`src/rtl/usbcd_pkg.sv`:
```
// Shared types and codes for the USB cable detect debouncer.
package usbcd_pkg;

   typedef enum logic [1:0] {
      ST_DISCONNECTED = 2'd0,
      ST_DEBOUNCING   = 2'd1,
      ST_POLLING      = 2'd2
   } detect_state_type;

   localparam logic [1:0] CABLE_NONE    = 2'd0;
   localparam logic [1:0] CABLE_USB     = 2'd1;
   localparam logic [1:0] CABLE_FACTORY = 2'd2;

   localparam logic [1:0] NOTIFY_NONE    = 2'd0;
   localparam logic [1:0] NOTIFY_INSERT  = 2'd1;
   localparam logic [1:0] NOTIFY_REMOVE  = 2'd2;

   localparam logic [1:0] WAIT_IRQ        = 2'd0;
   localparam logic [1:0] WAIT_SHORT_POLL = 2'd1;
   localparam logic [1:0] WAIT_LONG_POLL  = 2'd2;

   localparam logic KIND_TICK = 1'b0;
   localparam logic KIND_IRQ  = 1'b1;

   localparam int unsigned THRESHOLD_W = 4;
   localparam logic [THRESHOLD_W-1:0] THRESHOLD_RESET = 4'd3;
   localparam logic [THRESHOLD_W-1:0] COUNT_MAX = 4'd15;

   // Register word index of the debounce threshold.
   localparam logic REG_DEBOUNCE_THRESHOLD = 1'b0;

   typedef struct packed {
      logic kind;
      logic vbus_valid;
      logic id_float;
      logic id_ground;
      logic se1_level;
   } req_payload_type;

   typedef struct packed {
      logic [1:0] notify;
      logic [1:0] notify_cable;
      logic       apply_host_setup;
      logic       restore_detect_setup;
      logic       unmask_vbus_irq;
      logic       mask_vbus_irq;
      logic [1:0] wait_mode;
   } rsp_payload_type;

endpackage

```
`src/rtl/usbcd_if.sv`:
```
// Valid/ready channel interfaces for the request and response transfers.
interface usbcd_req_if;
   logic valid;
   logic ready;
   logic kind;
   logic vbus_valid;
   logic id_float;
   logic id_ground;
   logic se1_level;

   modport source (output valid, kind, vbus_valid, id_float, id_ground, se1_level,
                   input ready);
   modport sink   (input valid, kind, vbus_valid, id_float, id_ground, se1_level,
                   output ready);
endinterface

interface usbcd_rsp_if;
   logic       valid;
   logic       ready;
   logic [1:0] notify;
   logic [1:0] notify_cable;
   logic       apply_host_setup;
   logic       restore_detect_setup;
   logic       unmask_vbus_irq;
   logic       mask_vbus_irq;
   logic [1:0] wait_mode;

   modport source (output valid, notify, notify_cable, apply_host_setup,
                   restore_detect_setup, unmask_vbus_irq, mask_vbus_irq, wait_mode,
                   input ready);
   modport sink   (input valid, notify, notify_cable, apply_host_setup,
                   restore_detect_setup, unmask_vbus_irq, mask_vbus_irq, wait_mode,
                   output ready);
endinterface

```
`src/rtl/usbcd_core.sv`:
```
// Detection state machine: debounce counter, cable classification and result fields.
module usbcd_core (
   input  logic                                   clock,
   input  logic                                   reset,
   input  logic                                   accept,
   input  logic [usbcd_pkg::THRESHOLD_W-1:0]      threshold,
   input  usbcd_pkg::req_payload_type             req,
   output usbcd_pkg::rsp_payload_type             rsp
);

   usbcd_pkg::detect_state_type              state_ff, state_in;
   logic                                     last_vbus_ff, last_vbus_in;
   logic [usbcd_pkg::THRESHOLD_W-1:0]        count_ff, count_in;
   logic [1:0]                               cable_ff, cable_in;

   logic [usbcd_pkg::THRESHOLD_W-1:0]        count_step;
   logic                                     debounced;
   logic                                     is_factory;
   logic                                     is_usb;

   // Count of equal samples after this tick, whether it reaches the threshold, and the cable class.
   always_comb begin
      if (req.vbus_valid == last_vbus_ff) begin
         count_step = (count_ff == usbcd_pkg::COUNT_MAX) ? count_ff
                                                         : count_ff + 1'b1;
      end else begin
         count_step = '0;
      end
      debounced  = (count_step >= threshold);
      is_factory = req.id_float & req.id_ground & ~req.se1_level;
      is_usb     = req.id_float & ~req.id_ground & ~req.se1_level;
   end

   // Next state.
   always_comb begin
      state_in     = state_ff;
      last_vbus_in = last_vbus_ff;
      count_in     = count_ff;
      cable_in     = cable_ff;
      if (req.kind == usbcd_pkg::KIND_IRQ) begin
         state_in = usbcd_pkg::ST_DEBOUNCING;
      end else begin
         case (state_ff)
            usbcd_pkg::ST_DEBOUNCING: begin
               last_vbus_in = req.vbus_valid;
               count_in     = debounced ? '0 : count_step;
               if (debounced) begin
                  if (req.vbus_valid) begin
                     if (is_factory) begin
                        cable_in = usbcd_pkg::CABLE_FACTORY;
                        state_in = usbcd_pkg::ST_DISCONNECTED;
                     end else if (is_usb) begin
                        cable_in = usbcd_pkg::CABLE_USB;
                        state_in = usbcd_pkg::ST_POLLING;
                     end else begin
                        state_in = usbcd_pkg::ST_DISCONNECTED;
                     end
                  end else begin
                     cable_in = usbcd_pkg::CABLE_NONE;
                     state_in = usbcd_pkg::ST_DISCONNECTED;
                  end
               end
            end
            usbcd_pkg::ST_POLLING: begin
               if (!req.vbus_valid) begin
                  state_in = usbcd_pkg::ST_DEBOUNCING;
               end
            end
            default: begin
               state_in = usbcd_pkg::ST_DISCONNECTED;
            end
         endcase
      end
   end

   // Result fields.
   always_comb begin
      rsp = '0;
      if (req.kind == usbcd_pkg::KIND_IRQ) begin
         rsp.mask_vbus_irq = 1'b1;
      end else if (state_ff == usbcd_pkg::ST_DEBOUNCING && debounced) begin
         if (req.vbus_valid) begin
            if (is_factory) begin
               rsp.apply_host_setup = 1'b1;
               rsp.notify           = usbcd_pkg::NOTIFY_INSERT;
               rsp.notify_cable     = usbcd_pkg::CABLE_FACTORY;
            end else if (is_usb) begin
               rsp.apply_host_setup = 1'b1;
               rsp.notify           = usbcd_pkg::NOTIFY_INSERT;
               rsp.notify_cable     = usbcd_pkg::CABLE_USB;
            end else begin
               rsp.unmask_vbus_irq = 1'b1;
            end
         end else begin
            rsp.restore_detect_setup = 1'b1;
            rsp.unmask_vbus_irq      = 1'b1;
            if (cable_ff != usbcd_pkg::CABLE_NONE) begin
               rsp.notify       = usbcd_pkg::NOTIFY_REMOVE;
               rsp.notify_cable = cable_ff;
            end
         end
      end
      case (state_in)
         usbcd_pkg::ST_DEBOUNCING: rsp.wait_mode = usbcd_pkg::WAIT_SHORT_POLL;
         usbcd_pkg::ST_POLLING:    rsp.wait_mode = usbcd_pkg::WAIT_LONG_POLL;
         default:                  rsp.wait_mode = usbcd_pkg::WAIT_IRQ;
      endcase
   end

   always_ff @(posedge clock) begin
      if (reset) begin
         state_ff     <= usbcd_pkg::ST_DEBOUNCING;
         last_vbus_ff <= 1'b0;
         count_ff     <= '0;
         cable_ff     <= usbcd_pkg::CABLE_NONE;
      end else if (accept) begin
         state_ff     <= state_in;
         last_vbus_ff <= last_vbus_in;
         count_ff     <= count_in;
         cable_ff     <= cable_in;
      end
   end

endmodule

```
`src/rtl/usb_cable_detect_debouncer.sv`:
```
// Top level of the USB cable detector with VBUS debounce and register port.
// Each request transfer (a poll tick with sense bits, or a VBUS interrupt) yields exactly one
// response transfer in the next cycle, held in an output register. A new request is taken in
// every cycle as long as the output register is empty or being drained in the same cycle, so
// the sustained rate is one item per clock; the state machine update is a single pass of
// small logic. The debounce threshold lives at byte address 0 of the APB-style port, resets
// to 3 and should only be written while no transfer is in flight.
module usb_cable_detect_debouncer (
   input  logic        clock,
   input  logic        reset,
   usbcd_req_if.sink   req_chan,
   usbcd_rsp_if.source rsp_chan,
   input  logic        psel,
   input  logic        penable,
   input  logic        pwrite,
   input  logic [1:0]  paddr,
   input  logic [31:0] pwdata,
   output logic [31:0] prdata,
   output logic        pready
);

   logic [usbcd_pkg::THRESHOLD_W-1:0] threshold_ff;
   logic                              rsp_valid_ff;
   usbcd_pkg::rsp_payload_type        rsp_data_ff;
   usbcd_pkg::rsp_payload_type        rsp_in;
   usbcd_pkg::req_payload_type        req_data;
   logic                              accept;
   logic                              reg_write;
   logic                              reg_index;

   // Only one register exists, so reads at every address return it; writes land only at address 0.
   assign reg_index = usbcd_pkg::REG_DEBOUNCE_THRESHOLD;
   assign reg_write = psel & penable & pwrite
                      & (reg_index == usbcd_pkg::REG_DEBOUNCE_THRESHOLD);
   assign pready    = 1'b1;
   assign prdata    = {{(32 - usbcd_pkg::THRESHOLD_W){1'b0}}, threshold_ff};

   always_ff @(posedge clock) begin
      if (reset) begin
         threshold_ff <= usbcd_pkg::THRESHOLD_RESET;
      end else if (reg_write && paddr[1:0] == 2'b00) begin
         threshold_ff <= pwdata[usbcd_pkg::THRESHOLD_W-1:0];
      end
   end

   assign req_chan.ready = ~rsp_valid_ff | rsp_chan.ready;
   assign accept         = req_chan.valid & req_chan.ready;

   assign req_data.kind       = req_chan.kind;
   assign req_data.vbus_valid = req_chan.vbus_valid;
   assign req_data.id_float   = req_chan.id_float;
   assign req_data.id_ground  = req_chan.id_ground;
   assign req_data.se1_level  = req_chan.se1_level;

   usbcd_core u_core (
      .clock     (clock),
      .reset     (reset),
      .accept    (accept),
      .threshold (threshold_ff),
      .req       (req_data),
      .rsp       (rsp_in)
   );

   // The output register is refilled on the same edge that its transfer completes.
   always_ff @(posedge clock) begin
      if (reset) begin
         rsp_valid_ff <= 1'b0;
      end else if (accept) begin
         rsp_valid_ff <= 1'b1;
      end else if (rsp_chan.ready) begin
         rsp_valid_ff <= 1'b0;
      end
   end

   always_ff @(posedge clock) begin
      if (accept) begin
         rsp_data_ff <= rsp_in;
      end
   end

   assign rsp_chan.valid                = rsp_valid_ff;
   assign rsp_chan.notify               = rsp_data_ff.notify;
   assign rsp_chan.notify_cable         = rsp_data_ff.notify_cable;
   assign rsp_chan.apply_host_setup     = rsp_data_ff.apply_host_setup;
   assign rsp_chan.restore_detect_setup = rsp_data_ff.restore_detect_setup;
   assign rsp_chan.unmask_vbus_irq      = rsp_data_ff.unmask_vbus_irq;
   assign rsp_chan.mask_vbus_irq        = rsp_data_ff.mask_vbus_irq;
   assign rsp_chan.wait_mode            = rsp_data_ff.wait_mode;

endmodule
```
`src/flat_wrapper.sv`:
```
// flat-port wrapper written by rule: the top's interface ports become plain ports
module usb_cable_detect_debouncer_flat 
  (clock, reset, psel, penable, pwrite, paddr, pwdata, prdata, pready, req_chan_valid, req_chan_kind, req_chan_vbus_valid, req_chan_id_float, req_chan_id_ground, req_chan_se1_level, req_chan_ready, rsp_chan_valid, rsp_chan_notify, rsp_chan_notify_cable, rsp_chan_apply_host_setup, rsp_chan_restore_detect_setup, rsp_chan_unmask_vbus_irq, rsp_chan_mask_vbus_irq, rsp_chan_wait_mode, rsp_chan_ready);
  usbcd_req_if req_chan_i ();
  usbcd_rsp_if rsp_chan_i ();
  input  logic clock;
  input  logic reset;
  input  logic psel;
  input  logic penable;
  input  logic pwrite;
  input  logic [1:0] paddr;
  input  logic [31:0] pwdata;
  output logic [31:0] prdata;
  output logic pready;
  input wire logic [$bits(req_chan_i.valid)-1:0] req_chan_valid;
  input wire logic [$bits(req_chan_i.kind)-1:0] req_chan_kind;
  input wire logic [$bits(req_chan_i.vbus_valid)-1:0] req_chan_vbus_valid;
  input wire logic [$bits(req_chan_i.id_float)-1:0] req_chan_id_float;
  input wire logic [$bits(req_chan_i.id_ground)-1:0] req_chan_id_ground;
  input wire logic [$bits(req_chan_i.se1_level)-1:0] req_chan_se1_level;
  output wire logic [$bits(req_chan_i.ready)-1:0] req_chan_ready;
  output wire logic [$bits(rsp_chan_i.valid)-1:0] rsp_chan_valid;
  output wire logic [$bits(rsp_chan_i.notify)-1:0] rsp_chan_notify;
  output wire logic [$bits(rsp_chan_i.notify_cable)-1:0] rsp_chan_notify_cable;
  output wire logic [$bits(rsp_chan_i.apply_host_setup)-1:0] rsp_chan_apply_host_setup;
  output wire logic [$bits(rsp_chan_i.restore_detect_setup)-1:0] rsp_chan_restore_detect_setup;
  output wire logic [$bits(rsp_chan_i.unmask_vbus_irq)-1:0] rsp_chan_unmask_vbus_irq;
  output wire logic [$bits(rsp_chan_i.mask_vbus_irq)-1:0] rsp_chan_mask_vbus_irq;
  output wire logic [$bits(rsp_chan_i.wait_mode)-1:0] rsp_chan_wait_mode;
  input wire logic [$bits(rsp_chan_i.ready)-1:0] rsp_chan_ready;
  assign req_chan_i.valid = req_chan_valid;
  assign req_chan_i.kind = req_chan_kind;
  assign req_chan_i.vbus_valid = req_chan_vbus_valid;
  assign req_chan_i.id_float = req_chan_id_float;
  assign req_chan_i.id_ground = req_chan_id_ground;
  assign req_chan_i.se1_level = req_chan_se1_level;
  assign req_chan_ready = req_chan_i.ready;
  assign rsp_chan_valid = rsp_chan_i.valid;
  assign rsp_chan_notify = rsp_chan_i.notify;
  assign rsp_chan_notify_cable = rsp_chan_i.notify_cable;
  assign rsp_chan_apply_host_setup = rsp_chan_i.apply_host_setup;
  assign rsp_chan_restore_detect_setup = rsp_chan_i.restore_detect_setup;
  assign rsp_chan_unmask_vbus_irq = rsp_chan_i.unmask_vbus_irq;
  assign rsp_chan_mask_vbus_irq = rsp_chan_i.mask_vbus_irq;
  assign rsp_chan_wait_mode = rsp_chan_i.wait_mode;
  assign rsp_chan_i.ready = rsp_chan_ready;
  usb_cable_detect_debouncer u_core (.clock(clock), .reset(reset), .req_chan(req_chan_i), .rsp_chan(rsp_chan_i), .psel(psel), .penable(penable), .pwrite(pwrite), .paddr(paddr), .pwdata(pwdata), .prdata(prdata), .pready(pready));
endmodule
```
`config.mk`:
```
export PLATFORM = sky130hd
export DESIGN_NAME = usb_cable_detect_debouncer_flat
export DESIGN_NICKNAME = d
export VERILOG_FILES = /design/src/rtl/usbcd_pkg.sv /design/src/rtl/usbcd_if.sv /design/src/rtl/usbcd_core.sv /design/src/rtl/usb_cable_detect_debouncer.sv /design/src/flat_wrapper.sv
export SDC_FILE = /design/constraint.sdc
export NUM_CORES = 1
export LEC_CHECK = 0
export BUFFER_PORTS_ARGS = -buffer_cell sky130_fd_sc_hd__buf_4
export CORE_UTILIZATION = 42
export CTS_CLUSTER_SIZE = 24
export DETAILED_ROUTE_END_ITERATION = 10
export PLACE_DENSITY = 0.79
export RECOVER_POWER = 100
export SLEW_MARGIN = 20
export SYNTH_ARGS = -nofsm -noshare
export SYNTH_HDL_FRONTEND = slang
export SYNTH_SLANG_ARGS = --single-unit
```
`constraint.sdc`:
```
create_clock -name clock -period 3.45 [get_ports clock]
set_input_delay 1.035 -clock clock [delete_from_list [all_inputs] [get_ports clock]]
set_output_delay 1.035 -clock clock [all_outputs]
set_load 0.02 [all_outputs]
```
---- Yosys cells after proc, flatten, opt, wreduce, memory -nomap -nowiden ----
Index checks and enable logic that the tools add are counted.
cells by class
  $add $sub $neg .......................... 1
  order comparisons ....................... 1
  equal/unequal tests ..................... 7
  multiplexer cells ....................... 25
  bitwise operators ....................... 14
  reductions and logical operators ........ 9
operators with widths
  cell                 count
  $mux 4               7
  $mux 2               9
  $pmux 2 s2           2
  $and 1x1->1          7
  $mux 1               7
  $not 1->1            6
  $reduce_and 5->1     1
  $add 4x1->4 const B  1
  $eq 2x1->1 const B   2
  $eq 2x2->1 const B   2
  $eq 4x4->1 const B   1
  $ge 4x4->1           1
  $reduce_bool 2->1    2
  $ne 3x1->1 const B   1
  $reduce_and 3->1     1
  $reduce_or 3->1      1
  $logic_and 1x1->1    2
  $logic_not 2->1      1
  $reduce_or 2->1      1
  $eq 1x1->1           1
  $or 1x1->1           1
storage, ports and cells
  flip-flop bits (word level) ............. 24
  bits of input ports ..................... 46
  output and inout port bits .............. 45
  word-level logic and storage cells ...... 70

---- Longest topological paths before layout ----
Gate-level depths: netlist (run 1).
  depth after elaboration ................. 11
  depth in mapped cells ................... 10
  mapped depth without buffers ............ 10

---- Modules after synthesis ----
Synthesis (run 1) repeated with hierarchy kept, for this count alone.
second synthesis, totals
  cell total of the unflattened synthesis .. 167
  area, all modules ....................... 1,552.7 sq um
modules (own cells, without submodules)
  module                      instances  cells an instance  area each (sq um)  seq. area each (sq um)
  usbcd_core                  1          102                794.5              180.2
  usb_cable_detect_debouncer  1          65                 758.2              400.4

---- Worst setup path after synthesis (run 1) ----
OpenSTA, ideal clock, no wires.
  path type ............................... input-to-reg
  from .................................... input port req_chan_vbus_valid
  to ...................................... register u_core.rsp_data_ff (netlist bit u_core.rsp_chan.wait_mode[1]), data pin
  library setup time ...................... 0.265 ns
  arrival ................................. 2.686 ns
  data required time ...................... 3.185 ns
  setup slack ............................. 0.500 ns
  stages on the path ...................... 9
  path buffers ............................ 1
  cell sequence ........................... buf_6 > xor2_1 > nor3_1 > ha_1 > a21o_1 > a21oi_4 > a21oi_1 > a311oi_2 > nor4_1
RTL lines
  what                  RTL line                          source
  start, declared       flat_wrapper.sv:17                input wire logic [$bits(req_chan_i.vbus_valid)-1:0] req_chan_vbus_valid;
  end signal, assigned  usb_cable_detect_debouncer.sv:77  rsp_data_ff <= rsp_in;
  end, declared         usb_cable_detect_debouncer.sv:24  usbcd_pkg::rsp_payload_type rsp_data_ff;

==> impl_metrics.env, run 1 <==
export IMPL_finClkSkew_ns=0.00503
export IMPL_core_area_sq_mm=0.00334
export IMPL_ys_top_cells_by_count="buf_4, dfxtp_1, nor2_1"
export IMPL_netlist_instances=163
export IMPL_r2r_end="u_core.rsp_chan.wait_mode[1]"
export IMPL_multiInputGateArea_sq_um=697
export IMPL_hold_viol=0
export IMPL_first_iter_violations=23
export IMPL_yosysSeqAreaShare_pct=37.8
export IMPL_clockRootBuffer="clkbuf_4"
export IMPL_critical_path_max_stage_delay_ns=0.51
export IMPL_status="completed"
export IMPL_yosys_register_bits=23
export IMPL_clockBufferDepth=2
export IMPL_finish_net_count=249
export IMPL_pwr_share_comb_pct=18.9
export IMPL_clkTransAtPathRegs_ns=0.12
export IMPL_hp_start="u_core.u_core.cable_ff[1]"
export IMPL_portBuffers=33
export IMPL_startpoint_type="input pin"
export IMPL_routed_wl_mm=2.44
export IMPL_p_switching_mw=0.152
export IMPL_maxCapViolCount=0
export IMPL_top_level_ports=91
export IMPL_die_w_um=60.9
export IMPL_drcViolationCount=0
export IMPL_power_leakage_nw=0.698
export IMPL_post_dp_hpwl_mm=1.89
export IMPL_die_area_sq_mm=0.00371
export IMPL_yosysTopAreaCellShare_pct=19.2
export IMPL_cts_resized=0
export IMPL_numCtsBuffers=3
export IMPL_clock_power_share_pct=23.8
export IMPL_critPathMaxFanout=9
export IMPL_critPathTopFamily="compound AO/OA/AOI/OAI gates"
export IMPL_ant_nets=0
export IMPL_finalCritPeriodShare_pct=89.0
export IMPL_gr_total_overflow=0
export IMPL_synth_most_common_cell="buf_4"
export IMPL_synth_main_ff_cell="dfxtp_1"
export IMPL_p_per_area_mw_per_mm2=329
export IMPL_sw_frac_of_total_pct=29.5
export IMPL_worst_hold_slack_ns=0.496
export IMPL_hold_path_class="flip-flop to flip-flop"
export IMPL_syn_avg_cell_area_sq_um=8.94
export IMPL_cp_cell_sequence="buf_4, xor2_1, nor3_1, ha_1, o2111ai_1, and2_0, a311oi_1, nor4_1"
export IMPL_clk_latency_ns=0.31
export IMPL_required_ns=3.50
export IMPL_rr_startpoint="u_core.u_core.count_ff[0]"
export IMPL_hold_path_depth=2
export IMPL_worstMarginPinSlew_ns=0.509
export IMPL_criticalPathCategory="input pin to flip-flop"
export IMPL_whs_endpoint="u_core.u_core.cable_ff[1]"
export IMPL_antennaDiodeCount=0
export IMPL_netlist_area_sq_mm=0.00146
export IMPL_grt_pass1_vias=948
export IMPL_grt_start_max_net_pins=17
export IMPL_cts_max_level=1
export IMPL_setup_viol=0
export IMPL_num_vias=1107
export IMPL_netlist_top_cells_area="dfxtp_1, edfxtp_1, buf_4"
export IMPL_clock_sinks=23
export IMPL_rsz0062_at_grt="false"
export IMPL_vias_per_cell=4.59
export IMPL_postCtsHoldBufs=0
export IMPL_start_util_pct=43.7
export IMPL_yosys_area_top_type="dfxtp_1"
export IMPL_yosysUniqueCellTypes=38
export IMPL_postCtsSetupBuffers=0
export IMPL_grt_pass1_wl_mm=3.88
export IMPL_cts_tree="done"
export IMPL_firstDrtPassIters=4
export IMPL_worstRegToRegCells=9
export IMPL_area_growth_pct=7.30
export IMPL_grt_usage_pct=14.1
export IMPL_arrival_ns=3.12
export IMPL_gp_congestion=0.798
export IMPL_sequentialPowerShare_pct=57.2
export IMPL_fillCellCount=378
export IMPL_synth_edf_count=9
export IMPL_slew_headroom_pct=65.8
export IMPL_antenna_found_initial=0
export IMPL_rrSetupSlack_ns=0.69
export IMPL_p_int_mw=0.363
export IMPL_drv_slew=0
export IMPL_async_flop_share_pct=0
export IMPL_wl_per_cell_um=10.1
export IMPL_ir_worst_vdd_mv=0.182
export IMPL_fin_setup_tns_ns=0
export IMPL_yosys_warnings=0
export IMPL_worstSetupEndpointType="flip-flop"
export IMPL_timing_fmax_mhz=326
export IMPL_crit_buf_inv=1
export IMPL_cp_slowest_cell="a311oi_1"
export IMPL_seq_area_sq_um=551
export IMPL_fin_crit_ns=3.07
export IMPL_placementRows=21
export IMPL_dieHeight_um=60.9
export IMPL_drive_above_1_share_pct=10.3
-- layout by cell type (no fill, tap or decap), drive strengths merged, types with 4 or more instances in the layout --
cell	instances
inv	13
nand2b	4
nand3	8
clkbuf	23
nand2	12
edfxtp	9
nor3	4
dfxtp	14
ha	7
a21oi	13
nor2	14
mux2i	4
conb	29
buf	14
-- worst max path at each step --
| stage | cells past startpoint | from | to | slack [ns] |
|---|---|---|---|---|
| after CTS | 9 | req_chan_vbus_valid | u_core.rsp_chan.wait_mode[1] | 0.51 |
| after floorplan | 9 | req_chan_vbus_valid | u_core.rsp_chan.wait_mode[1] | 0.50 |
| final | 8 | req_chan_vbus_valid | u_core.rsp_chan.wait_mode[1] | 0.38 |
| after global routing | 8 | req_chan_vbus_valid | u_core.rsp_chan.wait_mode[1] | 0.29 |
| after detailed placement | 9 | req_chan_vbus_valid | u_core.rsp_chan.wait_mode[1] | 0.16 |
| after global placement | 9 | req_chan_vbus_valid | u_core.rsp_chan.wait_mode[1] | 0.19 |
-- cell type report --
cell class                 instances  area share, %
sequential                        23           35.2
inverter                          13           3.12
multi-input combinational        122           44.6
tap                               46           3.68
clock buffer                       4           1.68
timing repair buffer              33           11.8
-- per-stage QoR --
| step | instances | area (sq um) | power, mW | setup WS (ns) | util [%] |
|---|---|---|---|---|---|
| final | 241 | 1560 | 0.515 | 0.381 | 46.9 |
| after global routing | 241 | 1560 | 0.544 | 0.288 | 46.9 |
| after CTS | 241 | 1650 | 0.530 | 0.509 | 49.5 |
| after detailed placement | 237 | 1620 | 0.408 | 0.163 | 48.7 |
| after global placement | 237 | 1620 | 0.406 | 0.193 | 48.7 |
| after floorplan | 190 | 1560 | 0.399 | 0.500 | - |
-- registers in the layout, indices dropped and copies added (netlist names) --
signal / count
u_core.rsp_chan.apply_host_setup: 1
u_core.rsp_chan.mask_vbus_irq: 1
u_core.rsp_chan.notify: 1
u_core.rsp_chan.notify_cable: 2
u_core.rsp_chan.restore_detect_setup: 1
u_core.rsp_chan.unmask_vbus_irq: 1
u_core.rsp_chan.valid: 1
u_core.rsp_chan.wait_mode: 2
u_core.threshold_ff: 4
u_core.u_core.cable_ff: 2
u_core.u_core.count_ff: 4
u_core.u_core.last_vbus_ff: 1
u_core.u_core.state_ff: 2
-- routing by layer --
layer	wire length, um	GRT usage [%]
met5	0	0
met4	29	5.52
met3	93	2.77
met2	1210	26.1
met1	1110	15.7
-- tightest hold or removal path, cell delays in order (launching register included) --
cell and delay, ns:
dfxtp_1 0.34, nand2b_1 0.07, a21oi_1 0.06
-- cells by family (layout without fill, tap and decap cells) --
kind of cell	Yosys count	in the layout	synth area share, %
AND/OR/NAND/NOR	54	54	18.6
buffers and inverters	45	50	19.8
AO/OA/AOI/OAI	26	26	13.3
flip-flops	23	23	37.8
adder cells (fa/ha/maj)	7	7	6.01
multiplexers	4	4	2.75
other	2	29	0.515
XOR/XNOR	2	2	1.20
-- power by group through the flow --
stage	sequential, mW	combinational, mW	clock, mW
after floorplan	0.309	0.0895	0
after global placement	0.301	0.105	0
after detailed placement	0.301	0.106	0
after CTS	0.295	0.107	0.129
after global routing	0.296	0.109	0.139
final	0.295	0.0976	0.123
No activity file was read; power rests on OpenSTA's default activity.
==> inputs of run 2 (changes only) <==
--- a/config.mk
+++ b/config.mk
@@ -6,6 +6,7 @@
 export NUM_CORES = 1
 export LEC_CHECK = 0
 export BUFFER_PORTS_ARGS = -buffer_cell sky130_fd_sc_hd__buf_4
+export CORE_MARGIN = 2
 export CORE_UTILIZATION = 42
 export CTS_CLUSTER_SIZE = 24
 export DETAILED_ROUTE_END_ITERATION = 10
==> run 2 against run 1 <==
Against the previous run: critical path depth unchanged; hold slack better by 0.0025 ns; via count up 0.54%; cell count unchanged; sequential power about the same.
==> impl_metrics.env, run 2 (synthesis gave the netlist of run 1 again) <==
export IMPL_hp_start="u_core.u_core.cable_ff[1]"
export IMPL_gp_congestion=0.784
export IMPL_placementRows=21
export IMPL_grt_pass1_wl_mm=3.85
export IMPL_rsz0062_at_grt="false"
export IMPL_grt_start_max_net_pins=17
export IMPL_clk_latency_ns=0.31
export IMPL_start_util_pct=43.7
export IMPL_postCtsHoldBufs=0
export IMPL_power_leakage_nw=0.700
export IMPL_dieHeight_um=62.9
export IMPL_portBuffers=33
export IMPL_p_per_area_mw_per_mm2=331
export IMPL_finish_net_count=249
export IMPL_cts_resized=0
export IMPL_post_dp_hpwl_mm=1.83
export IMPL_drcViolationCount=0
export IMPL_vias_per_cell=4.62
export IMPL_clockBufferDepth=2
export IMPL_die_w_um=62.9
export IMPL_clockRootBuffer="clkbuf_4"
export IMPL_cp_startpoint="req_chan_vbus_valid"
export IMPL_finalCritPeriodShare_pct=87.6
export IMPL_cts_tree="done"
export IMPL_timing_fmax_mhz=331
export IMPL_fin_total_pwr_mw=0.518
export IMPL_critical_path_max_stage_delay_ns=0.48
export IMPL_grt_usage_pct=11.7
export IMPL_fin_util_pct=46.9
export IMPL_crit_buf_inv=1
export IMPL_antenna_found_initial=0
export IMPL_finClkSkew_ns=0.00461
export IMPL_fin_setup_tns_ns=0
export IMPL_p_switching_mw=0.157
export IMPL_hold_viol=0
export IMPL_required_ns=3.51
export IMPL_core_area_sq_mm=0.00334
export IMPL_clkTransAtPathRegs_ns=0.12
export IMPL_criticalPathCategory="input pin to flip-flop"
export IMPL_reg_largest_list="u_core.threshold_ff x4, u_core.u_core.count_ff x4"
export IMPL_fin_crit_ns=3.02
export IMPL_ant_nets=0
export IMPL_antennaDiodeCount=0
export IMPL_worstSetupEndpointType="flip-flop"
export IMPL_p_int_mw=0.361
export IMPL_drv_slew=0
export IMPL_critPathTopFamily="compound AO/OA/AOI/OAI gates"
export IMPL_startpoint_type="input pin"
export IMPL_maxCapViolCount=0
export IMPL_place_area_sq_mm=0.00162
export IMPL_hold_path_class="flip-flop to flip-flop"
export IMPL_final_cell_mix="conb_1, clkbuf_1, nor2_1, buf_4, dfxtp_1"
export IMPL_routed_wl_mm=2.39
export IMPL_postCtsSetupBuffers=0
export IMPL_setup_viol=0
export IMPL_sw_frac_of_total_pct=30.2
export IMPL_first_iter_violations=43
export IMPL_clock_power_share_pct=24.3
export IMPL_arrival_ns=3.09
export IMPL_grt_pass1_vias=932
export IMPL_numCtsBuffers=3
export IMPL_pwr_share_comb_pct=18.8
export IMPL_cp_cell_sequence="buf_4, xor2_1, nor3_1, ha_1, o2111ai_1, and2_0, a311oi_1, nor4_1"
export IMPL_finalInstanceArea_sq_mm=0.00157
export IMPL_clock_sinks=23
export IMPL_area_growth_pct=7.38
export IMPL_num_vias=1113
export IMPL_status="completed"
export IMPL_ir_worst_vdd_mv=0.180
export IMPL_top_level_ports=91
export IMPL_rr_startpoint="u_core.u_core.count_ff[0]"
export IMPL_critPathMaxFanout=9
export IMPL_gr_total_overflow=0
export IMPL_die_area_sq_mm=0.00396
export IMPL_sequentialPowerShare_pct=56.9
export IMPL_cp_slowest_cell="a311oi_1"
export IMPL_mostFrequentLayoutCell="conb_1"
export IMPL_wl_per_cell_um=9.90
export IMPL_firstDrtPassIters=4
export IMPL_drive_above_1_share_pct=10.8
export IMPL_cts_max_level=1
run 2: cell types whose count changed in the layout (fill, tap and decap cells not counted):
cell,change
clkinv_2,+1
clkbuf_1,-1
run 2: worst paths after layout:
path / depth (start not counted) / to / slack (ns)
setup / recovery: 8 / u_core.rsp_chan.wait_mode[1] / 0.43
hold / removal: 2 / u_core.u_core.cable_ff[1] / 0.50
setup reg to reg: 9 / u_core.rsp_chan.wait_mode[1] / 0.71
hold reg to reg: 2 / u_core.u_core.cable_ff[1] / 0.50
run 2: stage by stage:
stage,setup WS (ns),instances,hold WS [ns]
after global routing,0.315,241,0.542
after detailed placement,0.215,237,0.483
final,0.428,241,0.498
after global placement,0.192,237,0.473
after floorplan,0.500,190,0.464
after CTS,0.563,241,0.502
run 2: worst min-delay path, delay by kind of cell, from the launching register on:
family             cells  cell delay [ns]
DFF                    1             0.34
and+or+nand+nor        1             0.07
AOI/OAI and AO/OA      1             0.06
run 2: area by class of cell:
cell class	instances	area, sq um
clock buffer	3	22.5
multi-input combinational	122	697
clock inverter	1	5.00
fill	347	1770
tap	46	57.6
timing repair buffer	33	184
sequential	23	551
inverter	13	48.8
run 2: power by group through the flow:
stage / registers, mW / clock network, mW / logic [mW]
3_3_place_gp: 0.301 / 0 / 0.105
5_1_grt: 0.296 / 0.140 / 0.106
3_5_place_dp: 0.301 / 0 / 0.106
6_report: 0.295 / 0.126 / 0.0974
2_1_floorplan: 0.309 / 0 / 0.0895
4_1_cts: 0.295 / 0.130 / 0.106
run 2: layer usage:
layer  vias up  part of all wire [%]  track usage (%)
met3         2                   7.5             3.60
li1        570                     -                -
met5         -                     0                0
met4         0                  0.34             2.78
met2        51                    49             20.1
met1       490                    43             14.3
